`src/rtl/port_activity_monitor_assert.svh`:
```
// Assertion macros for the port activity monitor.
// Both expect clk and rst_n in scope at the place of use.
`ifndef PORT_ACTIVITY_MONITOR_ASSERT_SVH
`define PORT_ACTIVITY_MONITOR_ASSERT_SVH

// same-cycle implication
`define PAM_ASSERT_IMP(label, ante, cons) \
  label: assert property (@(posedge clk) disable iff (!rst_n) (ante) |-> (cons)) \
    else $error("port activity monitor: check failed");

// next-cycle implication
`define PAM_ASSERT_NXT(label, ante, cons) \
  label: assert property (@(posedge clk) disable iff (!rst_n) (ante) |=> (cons)) \
    else $error("port activity monitor: check failed");

`endif

```
`src/rtl/pam_pkg.sv`:
```
`timescale 1ns / 1ps
`default_nettype none

package pam_pkg;

  localparam int PORT_W      = 16;
  localparam int PORT_COUNT  = 65536;
  localparam int TIME_MAX_W  = 32;
  localparam int CMDQ_DEPTH  = 4;
  localparam int CMDQ_PTR_W  = 2;
  localparam int CMDQ_CNT_W  = 3;

  // input modes
  localparam logic [1:0] MODE_BYTE  = 2'd0;
  localparam logic [1:0] MODE_TICK  = 2'd1;
  localparam logic [1:0] MODE_QUERY = 2'd2;

  // result kinds
  localparam logic KIND_VERDICT = 1'b0;
  localparam logic KIND_QUERY   = 1'b1;

  // verdict codes, also used as the frame error status
  localparam logic [2:0] STATUS_NONE     = 3'd0;
  localparam logic [2:0] VERD_TCP_OK     = 3'd0;
  localparam logic [2:0] VERD_UDP_OK     = 3'd1;
  localparam logic [2:0] VERD_NOT_IPV4   = 3'd2;
  localparam logic [2:0] VERD_BAD_IP_HDR = 3'd3;
  localparam logic [2:0] VERD_BAD_L4_HDR = 3'd4;
  localparam logic [2:0] VERD_NO_SYN     = 3'd5;
  localparam logic [2:0] VERD_OTHER      = 3'd6;
  localparam logic [2:0] VERD_TRUNC      = 3'd7;

  // configuration register indexes
  localparam logic CFG_DECAY = 1'b0;
  localparam logic CFG_FULL  = 1'b1;

  localparam logic [7:0] DECAY_RESET = 8'd1;
  localparam logic [7:0] FULL_RESET  = 8'd255;

  // header byte positions
  localparam logic [6:0] POS_ETH_HI    = 7'd12;
  localparam logic [6:0] POS_ETH_LO    = 7'd13;
  localparam logic [6:0] POS_IHL       = 7'd14;
  localparam logic [6:0] POS_PROTO     = 7'd23;
  localparam logic [6:0] POS_SRC_FIRST = 7'd26;
  localparam logic [6:0] POS_SRC_LAST  = 7'd29;
  localparam logic [6:0] POS_L4_MIN    = 7'd30;
  localparam logic [6:0] POS_MAX       = 7'd127;

  // offsets inside the L4 header
  localparam logic [7:0] L4_PORT_HI    = 8'd2;
  localparam logic [7:0] L4_PORT_LO    = 8'd3;
  localparam logic [7:0] L4_UDP_LEN_HI = 8'd4;
  localparam logic [7:0] L4_UDP_LEN_LO = 8'd5;
  localparam logic [7:0] L4_TCP_OFF    = 8'd12;
  localparam logic [7:0] L4_TCP_FLAGS  = 8'd13;

  localparam logic [7:0]  ETH_HDR_LEN    = 8'd14;
  localparam logic [7:0]  TCP_NEED       = 8'd13;
  localparam logic [7:0]  UDP_NEED       = 8'd5;
  localparam logic [15:0] ETHERTYPE_IPV4 = 16'h0800;
  localparam logic [7:0]  PROTO_TCP      = 8'd6;
  localparam logic [7:0]  PROTO_UDP      = 8'd17;
  localparam logic [3:0]  MIN_IHL        = 4'd5;
  localparam logic [3:0]  MIN_TCP_OFF    = 4'd5;
  localparam logic [7:0]  MIN_UDP_LEN    = 8'd8;
  localparam int          TCP_SYN_BIT    = 1;

  typedef struct packed {
    logic [7:0] decay;
    logic [7:0] full;
  } cfg_t;

  typedef struct packed {
    logic                  is_query;
    logic [PORT_W-1:0]     port;
    logic [2:0]            verdict;
    logic [31:0]           src;
    logic [TIME_MAX_W-1:0] tick;
  } cmd_t;

  typedef enum logic [1:0] {
    BK_CLEAR,
    BK_IDLE,
    BK_READ,
    BK_CALC
  } bk_state_t;

endpackage

`default_nettype wire

```
`src/rtl/pam_front.sv`:
```
`timescale 1ns / 1ps
`default_nettype none

module pam_front #(
  parameter int TIME_BITS = 32
) (
  input  wire logic                      clk,
  input  wire logic                      rst_n,
  input  wire logic                      in_valid,
  output logic                           in_ready,
  input  wire logic [1:0]                in_mode,
  input  wire logic [7:0]                in_frame_byte,
  input  wire logic                      in_frame_end,
  input  wire logic [pam_pkg::PORT_W-1:0] in_query_port,
  input  wire logic                      clear_busy,
  input  wire logic                      q_ready,
  output logic                           q_push,
  output pam_pkg::cmd_t                  q_data
);

  logic [TIME_BITS-1:0] tick_r, tick_nxt;
  logic [6:0]           pos_r, pos_nxt;
  logic [15:0]          port_r, port_nxt;
  logic [31:0]          src_r, src_nxt;
  logic [7:0]           proto_r, proto_nxt;
  logic [3:0]           ihl_r, ihl_nxt;
  logic                 udp_hi_r, udp_hi_nxt;
  logic [2:0]           status_r, status_nxt;

  logic [15:0] port_p;
  logic [31:0] src_p;
  logic [7:0]  proto_p;
  logic [3:0]  ihl_p;
  logic        udp_hi_p;
  logic [2:0]  status_p;
  logic [7:0]  l4_r, l4_p, rel, need;
  logic [2:0]  verdict_c;
  logic        accept;
  logic [7:0]  b;

  assign b        = in_frame_byte;
  assign in_ready = q_ready && !clear_busy;
  assign accept   = in_valid && in_ready;
  assign l4_r     = pam_pkg::ETH_HDR_LEN + {2'b00, ihl_r, 2'b00};
  assign rel      = {1'b0, pos_r} - l4_r;

  // parse the current byte
  always_comb begin
    port_p   = port_r;
    src_p    = src_r;
    proto_p  = proto_r;
    ihl_p    = ihl_r;
    udp_hi_p = udp_hi_r;
    status_p = status_r;
    if (status_r == pam_pkg::STATUS_NONE) begin
      if (pos_r == pam_pkg::POS_ETH_HI) begin
        port_p = {b, 8'h00};
      end else if (pos_r == pam_pkg::POS_ETH_LO) begin
        if ({port_r[15:8], b} != pam_pkg::ETHERTYPE_IPV4) begin
          status_p = pam_pkg::VERD_NOT_IPV4;
        end
        port_p = 16'h0000;
      end else if (pos_r == pam_pkg::POS_IHL) begin
        ihl_p = b[3:0];
        if (b[3:0] < pam_pkg::MIN_IHL) begin
          status_p = pam_pkg::VERD_BAD_IP_HDR;
        end
      end else if (pos_r == pam_pkg::POS_PROTO) begin
        proto_p = b;
        if (b != pam_pkg::PROTO_TCP && b != pam_pkg::PROTO_UDP) begin
          status_p = pam_pkg::VERD_OTHER;
        end
      end else if (pos_r >= pam_pkg::POS_SRC_FIRST && pos_r <= pam_pkg::POS_SRC_LAST) begin
        src_p = {src_r[23:0], b};
      end else if (pos_r >= pam_pkg::POS_L4_MIN && {1'b0, pos_r} >= l4_r) begin
        if (rel == pam_pkg::L4_PORT_HI) begin
          port_p = {b, 8'h00};
        end else if (rel == pam_pkg::L4_PORT_LO) begin
          port_p = port_r | {8'h00, b};
        end else if (proto_r == pam_pkg::PROTO_TCP) begin
          if (rel == pam_pkg::L4_TCP_OFF && b[7:4] < pam_pkg::MIN_TCP_OFF) begin
            status_p = pam_pkg::VERD_BAD_L4_HDR;
          end else if (rel == pam_pkg::L4_TCP_FLAGS && !b[pam_pkg::TCP_SYN_BIT]) begin
            status_p = pam_pkg::VERD_NO_SYN;
          end
        end else begin
          if (rel == pam_pkg::L4_UDP_LEN_HI) begin
            udp_hi_p = (b != 8'h00);
          end else if (rel == pam_pkg::L4_UDP_LEN_LO && !udp_hi_r &&
                       b < pam_pkg::MIN_UDP_LEN) begin
            status_p = pam_pkg::VERD_BAD_L4_HDR;
          end
        end
      end
    end
  end

  // verdict at the last byte
  assign l4_p = pam_pkg::ETH_HDR_LEN + {2'b00, ihl_p, 2'b00};
  assign need = l4_p + ((proto_p == pam_pkg::PROTO_TCP) ? pam_pkg::TCP_NEED
                                                        : pam_pkg::UDP_NEED);

  always_comb begin
    if (status_p != pam_pkg::STATUS_NONE) begin
      verdict_c = status_p;
    end else if (pos_r < pam_pkg::POS_PROTO || {1'b0, pos_r} < need) begin
      verdict_c = pam_pkg::VERD_TRUNC;
    end else if (proto_p == pam_pkg::PROTO_TCP) begin
      verdict_c = pam_pkg::VERD_TCP_OK;
    end else begin
      verdict_c = pam_pkg::VERD_UDP_OK;
    end
  end

  always_comb begin
    tick_nxt   = tick_r;
    pos_nxt    = pos_r;
    port_nxt   = port_r;
    src_nxt    = src_r;
    proto_nxt  = proto_r;
    ihl_nxt    = ihl_r;
    udp_hi_nxt = udp_hi_r;
    status_nxt = status_r;
    if (accept) begin
      case (in_mode)
        pam_pkg::MODE_BYTE: begin
          if (in_frame_end) begin
            pos_nxt    = 7'd0;
            port_nxt   = 16'h0000;
            src_nxt    = 32'h0;
            proto_nxt  = 8'h00;
            ihl_nxt    = 4'h0;
            udp_hi_nxt = 1'b0;
            status_nxt = pam_pkg::STATUS_NONE;
          end else begin
            pos_nxt    = (pos_r == pam_pkg::POS_MAX) ? pos_r : pos_r + 7'd1;
            port_nxt   = port_p;
            src_nxt    = src_p;
            proto_nxt  = proto_p;
            ihl_nxt    = ihl_p;
            udp_hi_nxt = udp_hi_p;
            status_nxt = status_p;
          end
        end
        pam_pkg::MODE_TICK: begin
          tick_nxt = tick_r + TIME_BITS'(1);
        end
        default: begin
        end
      endcase
    end
  end

  always_ff @(posedge clk) begin
    if (!rst_n) begin
      tick_r   <= '0;
      pos_r    <= '0;
      port_r   <= '0;
      src_r    <= '0;
      proto_r  <= '0;
      ihl_r    <= '0;
      udp_hi_r <= 1'b0;
      status_r <= pam_pkg::STATUS_NONE;
    end else begin
      tick_r   <= tick_nxt;
      pos_r    <= pos_nxt;
      port_r   <= port_nxt;
      src_r    <= src_nxt;
      proto_r  <= proto_nxt;
      ihl_r    <= ihl_nxt;
      udp_hi_r <= udp_hi_nxt;
      status_r <= status_nxt;
    end
  end

  assign q_push = accept && ((in_mode == pam_pkg::MODE_BYTE && in_frame_end) ||
                             in_mode == pam_pkg::MODE_QUERY);

  always_comb begin
    q_data.is_query = (in_mode == pam_pkg::MODE_QUERY);
    q_data.port     = q_data.is_query ? in_query_port : port_p;
    q_data.verdict  = q_data.is_query ? pam_pkg::VERD_TCP_OK : verdict_c;
    q_data.src      = src_p;
    q_data.tick     = pam_pkg::TIME_MAX_W'(tick_r);
  end

endmodule

`default_nettype wire

```
`config.mk`:
```
export PLATFORM = sky130hd
export DESIGN_NAME = pam_front
export DESIGN_NICKNAME = d
export VERILOG_FILES = /design/src/rtl/port_activity_monitor_assert.svh /design/src/rtl/pam_pkg.sv /design/src/rtl/pam_front.sv
export SDC_FILE = /design/constraint.sdc
export NUM_CORES = 1
export LEC_CHECK = 0
export BUFFER_PORTS_ARGS = -buffer_cell sky130_fd_sc_hd__buf_2
export CORE_AREA = 3 3 105 107
export DETAILED_ROUTE_END_ITERATION = 12
export DIE_AREA = 0 0 108 110
export GPL_ROUTABILITY_DRIVEN = 0
export GPL_TIMING_DRIVEN = 0
export PLACE_DENSITY_LB_ADDON = 0.2
export RECOVER_POWER = 100
export REMOVE_ABC_BUFFERS = 1
export SLEW_MARGIN = 20
export SYNTH_ARGS = -nofsm -noshare
export SYNTH_HDL_FRONTEND = slang
export SYNTH_SLANG_ARGS = --single-unit
```
`constraint.sdc`:
```
create_clock -name clk -period 8.3 [get_ports clk]
set_input_delay 0 -clock clk [delete_from_list [all_inputs] [get_ports clk]]
set_output_delay 0 -clock clk [all_outputs]
set_load 0.05 [all_outputs]
```
==> results.md <==
- CTS resizes: 0
- Post-synthesis sequential area ratio: approximately 34%
- Main synth FF type: dfxtp_1
- Die W: ~110 um
- Worst IR drop on VDD: a little over 0.09 mV
- CTS sink cnt: between 100 and 150
- CP delay by family, top: compound AO/OA/AOI/OAI gates
- Worst-path clk slew: ~0.10 ns
- CTS Buf Count: 9
- Final setup violation count: 0
- Setup TNS: 0 ns
- PnR Total Power: roughly 0.89 mW
- Worst-Skew Late Latency: about 0.38 ns
- H-tree depth: 3
- Setup bufs post-CTS: 0
- Crit path max fanout: 16
- Area grow syn2layout: 12.1%
- Sw frac: a little over a quarter
- Crit path cell chain: inv_1, ha_1, xor2_1, ha_1, and3_1, a221oi_1, nor2b_2, o22ai_1, o21ai_2, a21oi_1, a221o_1, clkbuf_1
- Skew final: approximately 0.017 ns
- Synth Warn #: 0
- GRT Residual Overflow: 0
- Core area: 0.0102 mm2
- Detailed Place HPWL: between 10 and 15 mm
- Vias per cell: ~6.0
- CP most frequent cell: ha_1
- CP arrival: between 5 and 6 ns
- Most frequent cells in the layout: 103 x dfxtp_1, 87 x clkbuf_1, 52 x nor2b_1
- Distinct cells, synth: 73
- Residual DRC count: 0
- Min-delay worst type: in -> reg
- Initial antenna violation count: 0
- Clock Path Buffers: 2
- RSZ-0062 raised after global routing: false
- Largest family of logic cells by synthesized area: simple AND/OR/NAND/NOR gates
- Mux cell area share after synthesis: roughly 7.3%
- P_int: roughly 0.66 mW
- Period utilisation layout: 62.5%
- CP endpoint kind: output port
- Tmin final: 5.18 ns
- DRT antenna net count: 0
- Port buffer count: around 120
- Post-CTS Hold Fix Bufs: 3
- Switch Pwr: 0.235 mW
- Register Area: 0.00206 mm2
- Part of the power in registers: a little under three fifths
- Root Buffer: clkbuf_8
- Max-cap viol count: 1
- Worst setup SP type: flip-flop
- Vias: 5406
- Post-synth EDFFs: 0
- Post-synthesis compound-gate area fraction: roughly a fifth
- Leak pwr: roughly 2.5 nW
- Relative slew slack: -22.7%
- Commonest non-fill, non-tap cell in the layout: dfxtp_1
- Largest net degree at the start of global routing: 50
- Max-slew violations: 17
- Crit Path Category: reg -> out
- Synth Area in Simple Gates: a little over a quarter
- GRT Util Overall: roughly 25%
- Worst path buffer plus inverter count: 2
- Crit path required time: just over 8 ns
- First-pass GRT wire length: about 24 mm
- Adder-cell area share of the yosys netlist: under 10%
- Clock power frac: a little under two fifths
- Ports: between 100 and 150
- Final wirelength: between 10 and 15 mm
- PwrDens: roughly 130 mW/mm2
- Crit path largest cell delay: between 1 and 1.5 ns
- First-pass DRT Iterations: 5
- Async set or reset register ratio after synthesis: 0%
- Area of the multi-input gates: about 0.0037 mm2
- Max Clock Freq: around 0.19 GHz
- Cells after Synth: 660
- Layout cells sized above 1: 9.61%
- Failing checks: capacitance limit, slew limit
- Vias in the first global route: about 5000
- Logic pwr share: approximately 7.3%
- Die area: 0.0119 mm2
- Final Hold Fails: 0
- 1st-iter DRT viols: about 380
- Post-Synth XOR/XNOR Area: 4.51%
- # diodes: 0
- Worst-Margin Slew: 1.84 ns
- Avg Cell Area, Syn: between 9 and 10 um2
- #FFs+latches synth: just over 100
- Layout Nets: between 800 and 900
- CTS tree: yes
- Fillers: 910
- CP max stage cell: a21oi_1
- Mapped Area: around 0.0060 mm2
- # rows: 37
- Die height: 110 um
- Initial Util: 58.8%
- Status: finished with violations
- Drt wl/cell: approximately 17 um
==> cell families after synthesis <==
group,Yosys count
adders and majority gates,20
AOI/OAI and AO/OA,147
xor gates and xnor gates,31
muxes,40
DFF,103
buffers and inverters,54
and+or+nand+nor,265
==> power by group through the flow <==
stage	clock network, mW	registers (mW)	logic [mW]
6_report	0.335	0.494	0.0655
5_1_grt	0.360	0.495	0.0698
4_1_cts	0.341	0.494	0.0665
3_5_place_dp	0	0.506	0.0652
3_3_place_gp	0	0.506	0.0632
2_1_floorplan	0	0.506	0.0349
==> registers in the layout, indices dropped and copies added (netlist names) <==
register / cells
src_r: 32
ihl_r: 4
tick_r: 32
port_r: 16
pos_r: 7
proto_r: 8
udp_hi_r: 1
status_r: 3
==> metal layers <==
layer | track usage, % | vias to the layer above | wire (um)
met1 | 34.2 | 2592 | 6690
met5 | 0 | - | 0
li1 | - | 2613 | -
met3 | 4.66 | 20 | 887
met4 | 6.67 | 0 | 210
met2 | 41.3 | 181 | 7140
==> path summary, 6_finish.rpt <==
path | from | endpoint | slack, ns | cells after the start
worst max-delay path | ihl_r[0] | q_data[80] | 3.12 | 12
worst min-delay path | in_frame_byte[4] | port_r[12] | 0.05 | 2
worst max register to register | ihl_r[0] | port_r[3] | 3.41 | 11
worst min register to register | port_r[2] | port_r[2] | 0.50 | 1
==> stage by stage <==
step / util [%] / area, um2 / instances / worst slack, ns / hold WS (ns)
finish: 65.9 / 6740 / 896 / 3.12 / 0.0458
global route: 65.9 / 6740 / 896 / 2.73 / 0.0492
CTS: 67.8 / 6930 / 896 / 3.71 / 0.0188
detailed placement: 65.4 / 6690 / 877 / 4.13 / 0.322
global placement: 64.5 / 6600 / 873 / 4.03 / 0.313
floorplan: - / 5840 / 620 / 4.32 / 0.122
==> cell usage after synthesis, types with 5 or more instances <==
cell	instances	area share [%]
and3_1	7	0.73
buf_2	9	0.75
and4_1	5	0.73
clkbuf_1	28	1.7
xor2_1	12	1.7
dfxtp_1	103	34
xnor2_1	19	2.8
nor4_1	7	0.73
inv_1	14	0.87
a22oi_1	41	5.1
nor2_1	23	1.4
a221o_1	8	1.3
or3_1	6	0.62
mux2_2	31	5.8
ha_1	19	4.0
nand2_1	38	2.4
mux2i_1	8	1.3
a21o_1	12	1.5
a22o_1	23	3.3
nand3_1	15	1.2
nor2b_1	52	5.4
nand4_1	13	1.4
a21boi_0	6	0.75
nor3_1	20	1.7
o21ai_0	14	1.2
a21oi_1	13	1.1
and2_1	37	3.8
==> area by class of cell <==
cell class / count / area share, %
inverters: 14 / 0.779
flip-flops and latches: 103 / 30.6
repair buffers: 124 / 8.37
clock buffers: 9 / 1.84
multi-input cells: 503 / 54.6
clock inverters: 7 / 1.30
well taps: 136 / 2.52
(Power assumes the default switching activity.)
