[config.mk]
export PLATFORM = sky130hd
export DESIGN_NAME = pam_cmdq
export DESIGN_NICKNAME = d
export VERILOG_FILES = /design/src/rtl/port_activity_monitor_assert.svh /design/src/rtl/pam_pkg.sv /design/src/rtl/pam_cmdq.sv
export SDC_FILE = /design/constraint.sdc
export NUM_CORES = 1
export LEC_CHECK = 0
export BUFFER_PORTS_ARGS = -buffer_cell sky130_fd_sc_hd__buf_2
export CORE_MARGIN = 2
export CORE_UTILIZATION = 35
export CTS_CLUSTER_DIAMETER = 120
export CTS_CLUSTER_SIZE = 30
export DETAILED_ROUTE_END_ITERATION = 6
export GPL_ROUTABILITY_DRIVEN = 0
export PLACE_DENSITY = 0.54
export SYNTH_ARGS = -nofsm -noshare
export SYNTH_HDL_FRONTEND = slang
export SYNTH_SLANG_ARGS = --single-unit
[constraint.sdc]
create_clock -name clk -period 4.29 [get_ports clk]
set_clock_uncertainty 0.1 [all_clocks]
set_input_delay 0.2145 -clock clk [delete_from_list [all_inputs] [get_ports clk]]
set_output_delay 0.2145 -clock clk [all_outputs]
set_load 0.1 [all_outputs]
[src/rtl/port_activity_monitor_assert.svh]
// Assertion macros for the port activity monitor.
// Both expect clk and rst_n in scope at the place of use.
`ifndef PORT_ACTIVITY_MONITOR_ASSERT_SVH
`define PORT_ACTIVITY_MONITOR_ASSERT_SVH

// same-cycle implication
`define PAM_ASSERT_IMP(label, ante, cons) \
  label: assert property (@(posedge clk) disable iff (!rst_n) (ante) |-> (cons)) \
    else $error("port activity monitor: check failed");

// next-cycle implication
`define PAM_ASSERT_NXT(label, ante, cons) \
  label: assert property (@(posedge clk) disable iff (!rst_n) (ante) |=> (cons)) \
    else $error("port activity monitor: check failed");

`endif

[src/rtl/pam_pkg.sv]
`timescale 1ns / 1ps
`default_nettype none

package pam_pkg;

  localparam int PORT_W      = 16;
  localparam int PORT_COUNT  = 65536;
  localparam int TIME_MAX_W  = 32;
  localparam int CMDQ_DEPTH  = 4;
  localparam int CMDQ_PTR_W  = 2;
  localparam int CMDQ_CNT_W  = 3;

  // input modes
  localparam logic [1:0] MODE_BYTE  = 2'd0;
  localparam logic [1:0] MODE_TICK  = 2'd1;
  localparam logic [1:0] MODE_QUERY = 2'd2;

  // result kinds
  localparam logic KIND_VERDICT = 1'b0;
  localparam logic KIND_QUERY   = 1'b1;

  // verdict codes, also used as the frame error status
  localparam logic [2:0] STATUS_NONE     = 3'd0;
  localparam logic [2:0] VERD_TCP_OK     = 3'd0;
  localparam logic [2:0] VERD_UDP_OK     = 3'd1;
  localparam logic [2:0] VERD_NOT_IPV4   = 3'd2;
  localparam logic [2:0] VERD_BAD_IP_HDR = 3'd3;
  localparam logic [2:0] VERD_BAD_L4_HDR = 3'd4;
  localparam logic [2:0] VERD_NO_SYN     = 3'd5;
  localparam logic [2:0] VERD_OTHER      = 3'd6;
  localparam logic [2:0] VERD_TRUNC      = 3'd7;

  // configuration register indexes
  localparam logic CFG_DECAY = 1'b0;
  localparam logic CFG_FULL  = 1'b1;

  localparam logic [7:0] DECAY_RESET = 8'd1;
  localparam logic [7:0] FULL_RESET  = 8'd255;

  // header byte positions
  localparam logic [6:0] POS_ETH_HI    = 7'd12;
  localparam logic [6:0] POS_ETH_LO    = 7'd13;
  localparam logic [6:0] POS_IHL       = 7'd14;
  localparam logic [6:0] POS_PROTO     = 7'd23;
  localparam logic [6:0] POS_SRC_FIRST = 7'd26;
  localparam logic [6:0] POS_SRC_LAST  = 7'd29;
  localparam logic [6:0] POS_L4_MIN    = 7'd30;
  localparam logic [6:0] POS_MAX       = 7'd127;

  // offsets inside the L4 header
  localparam logic [7:0] L4_PORT_HI    = 8'd2;
  localparam logic [7:0] L4_PORT_LO    = 8'd3;
  localparam logic [7:0] L4_UDP_LEN_HI = 8'd4;
  localparam logic [7:0] L4_UDP_LEN_LO = 8'd5;
  localparam logic [7:0] L4_TCP_OFF    = 8'd12;
  localparam logic [7:0] L4_TCP_FLAGS  = 8'd13;

  localparam logic [7:0]  ETH_HDR_LEN    = 8'd14;
  localparam logic [7:0]  TCP_NEED       = 8'd13;
  localparam logic [7:0]  UDP_NEED       = 8'd5;
  localparam logic [15:0] ETHERTYPE_IPV4 = 16'h0800;
  localparam logic [7:0]  PROTO_TCP      = 8'd6;
  localparam logic [7:0]  PROTO_UDP      = 8'd17;
  localparam logic [3:0]  MIN_IHL        = 4'd5;
  localparam logic [3:0]  MIN_TCP_OFF    = 4'd5;
  localparam logic [7:0]  MIN_UDP_LEN    = 8'd8;
  localparam int          TCP_SYN_BIT    = 1;

  typedef struct packed {
    logic [7:0] decay;
    logic [7:0] full;
  } cfg_t;

  typedef struct packed {
    logic                  is_query;
    logic [PORT_W-1:0]     port;
    logic [2:0]            verdict;
    logic [31:0]           src;
    logic [TIME_MAX_W-1:0] tick;
  } cmd_t;

  typedef enum logic [1:0] {
    BK_CLEAR,
    BK_IDLE,
    BK_READ,
    BK_CALC
  } bk_state_t;

endpackage

`default_nettype wire

[src/rtl/pam_cmdq.sv]
`timescale 1ns / 1ps
`default_nettype none

module pam_cmdq (
  input  wire logic          clk,
  input  wire logic          rst_n,
  input  wire logic          push,
  input  wire pam_pkg::cmd_t push_data,
  output logic               push_ready,
  input  wire logic          pop,
  output logic               pop_valid,
  output pam_pkg::cmd_t      pop_data
);

  pam_pkg::cmd_t                  slot_r [pam_pkg::CMDQ_DEPTH];
  logic [pam_pkg::CMDQ_PTR_W-1:0] wr_ptr_r, wr_ptr_nxt;
  logic [pam_pkg::CMDQ_PTR_W-1:0] rd_ptr_r, rd_ptr_nxt;
  logic [pam_pkg::CMDQ_CNT_W-1:0] cnt_r, cnt_nxt;
  logic                           do_push, do_pop;

  assign push_ready = (cnt_r != pam_pkg::CMDQ_CNT_W'(pam_pkg::CMDQ_DEPTH));
  assign pop_valid  = (cnt_r != '0);
  assign pop_data   = slot_r[rd_ptr_r];
  assign do_push    = push && push_ready;
  assign do_pop     = pop && pop_valid;

  always_comb begin
    wr_ptr_nxt = do_push ? wr_ptr_r + 1'b1 : wr_ptr_r;
    rd_ptr_nxt = do_pop ? rd_ptr_r + 1'b1 : rd_ptr_r;
    cnt_nxt    = cnt_r;
    if (do_push && !do_pop) begin
      cnt_nxt = cnt_r + 1'b1;
    end else if (do_pop && !do_push) begin
      cnt_nxt = cnt_r - 1'b1;
    end
  end

  always_ff @(posedge clk) begin
    if (do_push) begin
      slot_r[wr_ptr_r] <= push_data;
    end
  end

  always_ff @(posedge clk) begin
    if (!rst_n) begin
      wr_ptr_r <= '0;
      rd_ptr_r <= '0;
      cnt_r    <= '0;
    end else begin
      wr_ptr_r <= wr_ptr_nxt;
      rd_ptr_r <= rd_ptr_nxt;
      cnt_r    <= cnt_nxt;
    end
  end

endmodule

`default_nettype wire

==> metrics.md, run 1 <==
| Metric | Value |
|---|---|
| Post-layout nets | roughly 850 |
| FP Rows | between 60 and 70 |
| Post-synthesis sequential element count | ~350 |
| Cells on worst reg2reg path | 4 |
| Wirelength, routed | 25,300 microns |
| Sinks on the clock net | 345 |
| Starting Density | 0.355 |
| Critical path data arrival time | 2.67 ns |
| Power share of the sequential group | 0.405 |
| P_leak | approximately 5 nW |
| Cell Area, Synth | 0.0126 sq mm |
| Worst ir drop on vdd | 0.515 mV |
| Met3 routed wirelength | 993 microns |
| Number of global-route vias before repair | 6,575 |
| Count of different cell masters after synthesis | 23 |
| Worst-path cell chain | buf_4 > mux4_2 > buf_2 |
| Aggregate global routing overflow | 0 |
| Number of vias after detailed routing | 5,813 |
| Type of the worst min-delay path | in2reg |
| Overall power of the completed layout | 0.0106 W |
| Largest net degree at the start of global routing | 53 |
| Number of antenna violations at the first check in global routing | 1 |
| Sum of buffers and inverters on the critical path | 2 |
| CP max stage cell | dfxtp_4 |
| Number of warnings printed during yosys synthesis | 0 |
| Number of levels in the clock H-tree | 1 |
| TritonRoute pass-1 iters | 6 |
| Final core occ | 0.431 |
| Non-filler instance count after layout | 1,221 |
| Period Utilization, post-route | 0.696 |
| Average wire per cell in the routed design | 20.8 microns |
| Maximum clock frequency | 335 MHz |
| Portion of the post-synthesis area used by sequential elements | 0.815 |
| Cell family with the largest share of critical-path delay | flip-flops |
| Critical Path Stages | 3 |
| Clock Latency Late Sink | 0.50 ns |
| Critical Path Source Type | flip-flop |
| Final count of hold timing violations | 0 |
| Clock buffer count from CTS | 15 |
| Met2 WL | 12,700 microns |
| CTS Root Buffer Type | clkbuf_16 |
| Longest individual stage delay on the worst path | just over 0.8 ns |
| Net load switching power | roughly 0.0048 W |
| Max Cap Violations | 0 |
| Gate count of the mapped netlist | 486 |
| Post-layout minimum cycle time | 2.99 ns |
| Mean post-synth cell area | 25.9 sq um |
| First-pass GRT wire length | ~39,000 microns |
| TritonCTS clock tree | done |
| Type of the worst setup path | reg2out |
| DIE HEIGHT | 194 microns |
| Setup-violating endpoint count in the final report | 0 |
| Port buffer count | 173 |
| Area grow syn2layout | 21.4% |
| Total track usage | 0.134 |
| Die X-Extent | slightly below 200 microns |
| DP Wirelength | ~16,000 microns |
| Starting DRT DRC Count | 315 |
| Total Neg Setup Slack | 0 ns |
| Area enclosed by the die boundary | 0.0375 sq mm |
| Status | finished clean |
| Layout cells sized above 1 | 0.387 |
| Gate power share | 0.442 |
| Internal power | 0.00577 W |
| Cts-stage hold buffer count | 85 |
| Crit end category | primary output |
| Top metal layer carrying routed signals | met4 |
| Antenna violation net count after detailed routing | 0 |
| Number of setup buffers added after CTS | 0 |
| Hold Crit Depth | 4 |
| Cell Pwr Density | just under 700 mW/mm^2 |
| Slew headroom | 0.438 |
| Setup repair after global routing missed its margin | false |
| Max Slew Vio Count | 0 |
| # resized after CTS | 0 |
| Instance area after placement | 0.0140 sq mm |
| Avg Vias per Cell | 4.76 |
| Area of the core | 0.0355 sq mm |
| Worst Tran Pin Value | 0.843 ns |
| Synthesized Nets | 580 |
| CTS max path bufs | 3 |
| Design area | 0.0153 sq mm |
| Instance count after placement with tap cells included | 1,114 |
| Routed metal-1 wire length | between 10,000 and 15,000 microns |
| Top-level I/O count | 174 |
| Clock-pin slew of the registers on the worst-case setup and hold paths | 0.11 ns |
| Worst endpoint required time | 3.98 ns |
| DR DRC count | 0 |
| Switching portion of total power | 0.456 |
| Largest fanout on the critical path | 33 |
| Relative contribution of the clock network to total power | 0.153 |
cell type report:
type	instances	area [sq um]
clock inverters	1	16.3
diodes	1	2.50
multi-input cells	119	2190
repair buffers	271	1830
flip-flops and latches	345	10300
clock buffers	20	394
fillers	3050	20200
well taps	461	577
inverters	3	11.3
cell usage in the layout, fill, tap and decap left out:
cell             n
a21boi_0         1
a21boi_2         1
and2_1           4
and2_4           4
buf_12           1
buf_2          173
buf_4           12
clkbuf_1         5
clkbuf_16       15
dfxtp_1          7
dfxtp_4          2
diode_2          1
dlygate4sd3_1   85
edfxtp_1       336
fa_1             1
ha_1             5
inv_1            3
inv_12           1
mux2i_1          3
mux4_2          84
nand2_1          5
nor2_1           1
nor2b_1          1
o21ai_0          1
o311ai_1         1
o31ai_2          1
or3_1            2
xnor2_1          3
xor2_1           1
worst min-delay path, delay by kind of cell:
kind	cells	cell delay, ns
xor gates and xnor gates	1	0.08
and+or+nand+nor	1	0.15
AOI/OAI and AO/OA	1	0.08
buffers and inverters	1	0.12
routing by layer:
layer  track usage  vias to the layer above
met1         0.179                     3067
met5             0                        -
met4        0.0274                        0
met2         0.235                      121
li1              -                     2599
met3        0.0183                       26
Yosys cell counts (all sizes together):
| master | number | area share |
|---|---|---|
| nand2 | 5 | 0.0015 |
| xnor2 | 3 | 0.0021 |
| dfxtp | 9 | 0.014 |
| mux4 | 84 | 0.15 |
| nor2b | 1 | 0.00050 |
| clkbuf | 3 | 0.00089 |
| a21boi | 2 | 0.0015 |
| inv | 3 | 0.00089 |
| o21ai | 1 | 0.00040 |
| o31ai | 1 | 0.00099 |
| edfxtp | 336 | 0.80 |
| and2 | 8 | 0.0040 |
| nor2 | 1 | 0.00030 |
| ha | 5 | 0.0050 |
| xor2 | 1 | 0.00070 |
| or3 | 2 | 0.00099 |
| fa | 1 | 0.0016 |
| buf | 16 | 0.010 |
| mux2i | 3 | 0.0024 |
| o311ai | 1 | 0.00070 |
sequential cells by signal (all words and copies together) (netlist names), named ones only:
register and flops:
slot_r 336, cnt_r 3, rd_ptr_r 2, wr_ptr_r 2
power by group through the flow:
stage	registers, W	logic [W]	clock network [W]
finish	0.00430	0.00469	0.00162
global route	0.00435	0.00485	0.00180
CTS	0.00432	0.00476	0.00170
detailed placement	0.00439	0.00469	0
global placement	0.00437	0.00465	0
floorplan	0.00425	0.00408	0
kinds of logic (layout without fill, tap and decap cells):
| family | count (synthesis) | after routing | synth area share |
|---|---|---|---|
| and+or+nand+nor | 17 | 17 | 0.00725 |
| muxes | 87 | 87 | 0.153 |
| adders and majority gates | 6 | 6 | 0.00656 |
| other | 0 | 1 | 0 |
| buffers and inverters | 22 | 295 | 0.0120 |
| AOI/OAI and AO/OA | 5 | 5 | 0.00358 |
| DFF | 345 | 345 | 0.815 |
| xor gates and xnor gates | 4 | 4 | 0.00278 |
final timing paths:
check                   start       endpoint  slack (ns)
setup / recovery    flip-flop   pop_data[74]        1.30
hold / removal            pop      flip-flop        0.07
setup reg to reg     cnt_r[0]  slot_r[0][41]        1.67
hold reg to reg   wr_ptr_r[1]    wr_ptr_r[1]        0.42
metrics by stage:
stage          hold slack, ns  setup slack (ns)
3_5_place_dp            0.333              1.58
2_1_floorplan           0.213             0.941
5_1_grt                0.0916              1.10
3_3_place_gp            0.327              1.74
6_report               0.0748              1.30
4_1_cts                0.0536              1.18
Power figures use the tool's default switching activity.
==> run 2, diff against run 1 <==
--- a/config.mk
+++ b/config.mk
@@ -5,6 +5,7 @@
 export SDC_FILE = /design/constraint.sdc
 export NUM_CORES = 1
 export LEC_CHECK = 0
+export ABC_AREA = 1
 export BUFFER_PORTS_ARGS = -buffer_cell sky130_fd_sc_hd__buf_2
 export CORE_MARGIN = 2
 export CORE_UTILIZATION = 35
@@ -12,7 +13,7 @@
 export CTS_CLUSTER_SIZE = 30
 export DETAILED_ROUTE_END_ITERATION = 6
 export GPL_ROUTABILITY_DRIVEN = 0
-export PLACE_DENSITY = 0.54
+export PLACE_DENSITY = 0.56
 export SYNTH_ARGS = -nofsm -noshare
 export SYNTH_HDL_FRONTEND = slang
 export SYNTH_SLANG_ARGS = --single-unit
==> constraint.sdc (replaced) <==
create_clock -name clk -period 2.68 [get_ports clk]
set_clock_uncertainty 0.1 [all_clocks]
set_input_delay 0.134 -clock clk [delete_from_list [all_inputs] [get_ports clk]]
set_output_delay 0.134 -clock clk [all_outputs]
set_load 0.1 [all_outputs]
==> metrics.md, run 2 <==
| Metric | Value |
|---|---|
| Max Cap Violations | 0 (unchanged) |
| Clock buffer count from CTS | 15 (unchanged) |
| Number of global-route vias before repair | 8,067 (+23%) |
| Area share of the leading cell type in the synthesized netlist | 0.743 (-0.0575) |
| Net load switching power | 0.00890 W (+84%) |
| Layout cells sized above 1 | 0.283 (-0.105) |
| Flip-flop count of the largest register after layout | 336 (unchanged) |
| Clock-pin slew of the registers on the worst-case setup and hold paths | 0.11 ns (about the same) |
| Switching portion of total power | 0.470 (+0.0148) |
| Power share of the sequential group | 0.356 (-0.049) |
| Area enclosed by the die boundary | 0.0404 sq mm (+7.6%) |
| CTS Root Buffer Type | clkbuf_16 |
| Instance count after placement with tap cells included | 1,538 (+38%) |
| DIE HEIGHT | 201 microns (+3.7%) |
| Period Utilization, post-route | 0.938 |
| Synthesized Nets | 974 (+68%) |
| Minimum setup slack after placement | 0.580 ns (-1.00 ns) |
| TritonRoute pass-1 iters | 4 (-2) |
| Avg Vias per Cell | 4.75 (-0.22%) |
| PnR worst setup slack | 0.165 ns (-1.14 ns) |
| Critical Path Source Type | flip-flop |
| Post-synthesis sequential element count | 345 (unchanged) |
| Share of synthesized registers carrying an async set or reset | 0 (unchanged) |
| Type of the worst setup path | reg2out |
| Commonest cells after routing, fill and taps aside | edfxtp_1 (336), nor2_1 (136), buf_2 (134) |
| Starting Density | 0.353 (-0.00220) |
| Worst ir drop on vdd | 0.626 mV (+22%) |
| Internal power | 0.0100 W (+74%) |
| Number of vias after detailed routing | 7,857 (+35%) |
| Wirelength, routed | 29,500 microns (+16%) |
| Number of warnings printed during yosys synthesis | 0 (unchanged) |
| Sinks on the clock net | 345 (unchanged) |
| Relative contribution of the clock network to total power | 0.141 (-0.012) |
| Setup repair after global routing missed its margin | false |
| Type of the worst min-delay path | in2reg |
| TritonCTS clock tree | done |
| Hold slack final | 0.269 ns (+0.194 ns) |
| Worst Tran Pin Value | 0.669 ns (-0.173 ns) |
| Count of different cell masters after synthesis | 26 (+13%) |
| Number of levels in the clock H-tree | 1 (unchanged) |
| Setup-violating endpoint count in the final report | 0 (unchanged) |
| Final count of hold timing violations | 0 (unchanged) |
| Most common library cell in the layout ignoring fill and taps | edfxtp_1 |
| P_leak | 5.79 nW (+15%) |
| Top cells by area in the synthesized netlist | edfxtp_1 (74%), o21ai_0 (4.9%), nor2_1 (3.9%), o22ai_2 (3.7%), nor2_4 (3.3%) |
| Gate power share | 0.504 (+0.062) |
| Mean post-synth cell area | 15.4 sq um (-40%) |
| Number of antenna violations at the first check in global routing | 0 (-1) |
| Aggregate global routing overflow | 0 (unchanged) |
| Portion of the post-synthesis area used by sequential elements | 0.757 (-0.0585) |
| Post-layout nets | 1,221 (+44%) |
| Slew headroom | 0.554 (+0.116) |
| Non-filler instance count after layout | 1,654 (+35%) |
| Total Neg Setup Slack | 0 ns (unchanged) |
| First-pass GRT wire length | 45,900 microns (+18%) |
| Registers with the most flip-flops | slot_r (336), cnt_r (3) |
| Critical path data arrival time | 2.28 ns (-0.39 ns) |
| Area grow syn2layout | 25.5% |
| Gate count of the mapped netlist | 880 (+81%) |
| Die X-Extent | 201 microns (+3.7%) |
| Maximum clock frequency | 398 MHz |
| Commonest cells post-synth | edfxtp_1 (336), nor2_1 (140), o21ai_0 (133) |
| Cell Area, Synth | 0.0136 sq mm (+7.7%) |
| Overall power of the completed layout | 0.0189 W (+78%) |
| CTS max path bufs | 3 (unchanged) |
| Worst endpoint required time | 2.45 ns (-1.53 ns) |
| Number of synthesized flops with an enable pin | 336 (unchanged) |
| Post-layout minimum cycle time | 2.52 ns |
| DR DRC count | 0 (unchanged) |
| Max Slew Vio Count | 0 (unchanged) |
| Most numerous cell in the Yosys netlist | edfxtp_1 |
| Register with the most flip-flops | slot_r |
| Cell Pwr Density | 1110 mW/mm^2 (+60%) |
| Crit end category | primary output |
| Largest net degree at the start of global routing | 85 (+60%) |
| Prevailing post-synth register cell | edfxtp_1 |
| Top-level I/O count | 174 (unchanged) |
| Cell type with the highest aggregate area in the netlist | edfxtp_1 |
| Antenna violation net count after detailed routing | 0 (unchanged) |
| DP Wirelength | 16,000 microns (+2.4%) |
| Starting DRT DRC Count | 354 (+12%) |
| Area of the core | 0.0385 sq mm (+8.4%) |
| Clock Latency Late Sink | 0.51 ns (about the same) |
| Status | finished clean |
| FP Rows | 72 (+4.3%) |
| Port buffer count | 173 (unchanged) |
| Average wire per cell in the routed design | 17.8 microns (-14%) |
| Largest fanout on the critical path | 37 (+12%) |
| Number of fill cells in the layout | 3,468 (+14%) |
| Total track usage | 0.144 (+0.0100) |
| Slack of the worst reg-to-reg path | 0.33 ns (-1.34 ns) |
==> run 2: cell count changes after synthesis, moves of 10 or more <==
| cell | before | now |
|---|---|---|
| nor2_1 | 1 | 140 |
| o21ai_0 | 1 | 133 |
| mux4_2 | 84 | 0 |
| o22ai_1 | 0 | 44 |
| nor2_4 | 0 | 40 |
| o22ai_2 | 0 | 40 |
| clkbuf_1 | 3 | 27 |
| o21ai_1 | 0 | 20 |
| o21ai_2 | 0 | 16 |
| inv_1 | 3 | 13 |
| nand2_1 | 5 | 15 |
==> run 2: logic make-up (layout without fill, tap and decap cells) <==
family          Yosys count  in the layout  synth area share
simple gates            202            202            0.0790
xor+xnor                  1              1          0.000645
compound gates          256            256             0.125
fa+ha+maj                 6              6           0.00608
flops                   345            345             0.757
other cells               0              1                 0
buf+inv                  70            325            0.0325
==> run 2: routing by layer <==
layer	vias to the layer above	GRT usage	share of wire
met5	-	0	0
li1	3779	-	-
met2	127	0.250	0.50
met3	24	0.0213	0.034
met1	3927	0.189	0.45
met4	0	0.0357	0.021
==> run 2: area by class of cell <==
cell class              count  area [sq um]  area share
diodes                      1          2.50    0.000147
clock buffers              24           419      0.0246
clock inverters             1          16.3    0.000955
inverters                  16          68.8     0.00404
multi-input cells         465          2910       0.171
flip-flops and latches    345         10300       0.603
well taps                 518           648      0.0381
repair buffers            284          2690       0.158
==> run 2: power groups by stage <==
stage          Clock [W]  Sequential (W)  Combinational [W]
6_report         0.00266         0.00673            0.00954
2_1_floorplan          0         0.00680            0.00701
4_1_cts          0.00278         0.00675            0.00959
5_1_grt          0.00293         0.00679            0.00997
3_3_place_gp           0         0.00687            0.00943
3_5_place_dp           0         0.00688            0.00946
==> run 2: through the flow <==
| step | cell area, sq um | util |
|---|---|---|
| floorplan | 13600 | - |
| global placement | 15700 | 0.407 |
| detailed placement | 15700 | 0.407 |
| CTS | 17000 | 0.442 |
| global route | 17000 | 0.443 |
| finish | 17000 | 0.443 |
==> run 2: worst paths after layout <==
kind,start,to,cells after the start
setup reg to reg,wr_ptr_r[0],wr_ptr_r[1],7
hold / removal,push_data[4],slot_r[1][4],2
hold reg to reg,rd_ptr_r[0],rd_ptr_r[0],2
setup / recovery,flip-flop,pop_data[1],5
==> run 2: critical path, cell delays in order, from the launching register on <==
cell	delay, ns
dfxtp_4	0.47
inv_8	0.27
buf_12	0.26
o21ai_0	0.13
o22ai_2	0.13
buf_2	0.45
==> run 2: timing repair <==
| item | 4_1_cts | 5_1_grt |
|---|---|---|
| buffers inserted | 0 | 1 |
| hold buffers | 89 | 0 |
| setup endpoints to repair | 0 | 46 |
| resized for setup | 0 | 1 |
| hold endpoints to repair | 345 | 0 |
==> run 3, diff against run 2 <==
--- a/config.mk
+++ b/config.mk
@@ -5,7 +5,6 @@
 export SDC_FILE = /design/constraint.sdc
 export NUM_CORES = 1
 export LEC_CHECK = 0
-export ABC_AREA = 1
 export BUFFER_PORTS_ARGS = -buffer_cell sky130_fd_sc_hd__buf_2
 export CORE_MARGIN = 2
 export CORE_UTILIZATION = 35
==> metrics.md, run 3 (synthesis gave the netlist of run 1 again) <==
| Metric | Value |
|---|---|
| Cell Pwr Density | 1100 mW/mm^2 (-0.90%) |
| Max Slew Vio Count | 0 (unchanged) |
| P_leak | 5.11 nW (-12%) |
| Number of fill cells in the layout | 3,034 (-13%) |
| DIE HEIGHT | 194 microns (-3.6%) |
| Critical Path Source Type | flip-flop |
| Setup repair after global routing missed its margin | false |
| Avg Vias per Cell | 4.79 (+0.80%) |
| Hold_sp | push |
| Instance area after placement | 0.0142 sq mm (-9.5%) |
| Area of the core | 0.0355 sq mm (-7.8%) |
| Aggregate global routing overflow | 0 (unchanged) |
| CTS max path bufs | 3 (unchanged) |
| FP Rows | 69 (-4.2%) |
| Register with the most flip-flops | slot_r |
| Largest fanout on the critical path | 17 (-54%) |
| Period Utilization, post-route | 0.933 (-0.00505) |
| Clock Latency Late Sink | 0.50 ns (about the same) |
| Status | finished clean |
| Minimum setup slack after placement | 0.419 ns (-0.161 ns) |
| Die X-Extent | 194 microns (-3.6%) |
| Number of antenna violations at the first check in global routing | 1 (+1) |
| Worst ir drop on vdd | 0.756 mV (+21%) |
| Total Neg Setup Slack | 0 ns (unchanged) |
| Most common library cell in the layout ignoring fill and taps | edfxtp_1 |
| Clock-pin slew of the registers on the worst-case setup and hold paths | 0.11 ns (about the same) |
| Number of levels in the clock H-tree | 1 (unchanged) |
| Reg-to-Reg Start | cnt_r[0] |
| Flip-flop count of the largest register after layout | 336 (unchanged) |
| Type of the worst min-delay path | in2reg |
| First-pass GRT wire length | 38,100 microns (-17%) |
| Final count of hold timing violations | 0 (unchanged) |
| Design area | 0.0155 sq mm (-9.1%) |
| Slew headroom | 0.606 (+0.0524) |
| TritonRoute pass-1 iters | 4 (unchanged) |
| Number of vias after detailed routing | 5,880 (-25%) |
| Clock buffer count from CTS | 15 (unchanged) |
| Post-layout nets | 856 (-30%) |
| Max Cap Violations | 0 (unchanged) |
| DP Wirelength | 15,000 microns (-6.7%) |
| PnR worst setup slack | 0.178 ns (+0.0135 ns) |
| Starting DRT DRC Count | 296 (-16%) |
| Worst endpoint required time | 2.45 ns (about the same) |
| Starting Density | 0.355 (+0.00220) |
| Worst Tran Pin Value | 0.591 ns (-0.0787 ns) |
| Average wire per cell in the routed design | 19.8 microns (+11%) |
| Setup-violating endpoint count in the final report | 0 (unchanged) |
| Crit end category | primary output |
| Port buffer count | 173 (unchanged) |
| Area grow syn2layout | 22.8% |
| Hold slack final | 0.114 ns (-0.155 ns) |
| Layout cells sized above 1 | 0.390 (+0.108) |
| TritonCTS clock tree | done |
| Instance count after placement with tap cells included | 1,119 (-27%) |
| Registers with the most flip-flops | slot_r (336), cnt_r (3) |
| Slack of the worst reg-to-reg path | 0.35 ns (+0.02 ns) |
| Total track usage | 0.130 (-0.0138) |
| Post-layout minimum cycle time | 2.50 ns (-0.0135 ns) |
| Top-level I/O count | 174 (unchanged) |
| Non-filler instance count after layout | 1,228 (-26%) |
| Maximum clock frequency | 400 MHz (+0.54%) |
| Type of the worst setup path | reg2out |
| Area enclosed by the die boundary | 0.0375 sq mm (-7.0%) |
| Commonest cells after routing, fill and taps aside | edfxtp_1 (336), buf_2 (173), dlygate4sd3_1 (87) |
| DR DRC count | 0 (unchanged) |
| CTS Root Buffer Type | clkbuf_16 |
| Largest net degree at the start of global routing | 48 (-44%) |
| Sinks on the clock net | 345 (unchanged) |
| Critical path data arrival time | 2.27 ns (about the same) |
| Antenna violation net count after detailed routing | 0 (unchanged) |
| Number of global-route vias before repair | 6,664 (-17%) |
| Wirelength, routed | 24,300 microns (-17%) |
-- run 3: what timing repair did --
action                     in CTS  in global routing
setup endpoints to repair       0                  0
setup buffers                   0                  0
hold buffers                   87                  0
resized for setup               0                  0
hold endpoints to repair      345                  0
-- run 3: area by class of cell --
type | instances | area [sq um] | share of cell area
diodes | 1 | 2.50 | 0.000162
clock buffers | 20 | 394 | 0.0255
clock inverters | 1 | 16.3 | 0.00105
inverters | 3 | 11.3 | 0.000728
multi-input cells | 119 | 2190 | 0.141
flip-flops and latches | 345 | 10300 | 0.664
well taps | 461 | 577 | 0.0373
repair buffers | 278 | 2010 | 0.130
-- run 3: worst paths after layout --
| kind | endpoint | cells past startpoint |
|---|---|---|
| min reg2reg | wr_ptr_r[1] | 2 |
| max reg2reg | cnt_r[2] | 8 |
| min | wr_ptr_r[1] | 4 |
| max | pop_data[70] | 3 |
-- run 3: critical path, cell delays in order, from the launching register on --
cell     delay [ns]
dfxtp_4        0.61
buf_4          0.29
mux4_2         0.53
buf_2          0.31
-- run 3: per-stage QoR --
stage	power, W	utilization
after global placement	0.0145	0.400
after CTS	0.0173	0.436
after global routing	0.0177	0.436
final	0.0170	0.436
after detailed placement	0.0146	0.400
after floorplan	0.0133	-
-- run 3: per-layer routing --
layer / share of wire / vias to the layer above / GRT usage
met5: 0 / - / 0
li1: - / 2610 / -
met2: 0.54 / 120 / 0.244
met3: 0.051 / 16 / 0.0266
met4: 0.011 / 0 / 0.0237
met1: 0.40 / 3134 / 0.155
-- run 3: where the power goes --
part | switching [W] | internal (W) | total, W
Combinational | 0.00596 | 0.00175 | 0.00772
Sequential | 0.000221 | 0.00654 | 0.00676
Clock | 0.00151 | 0.00106 | 0.00257
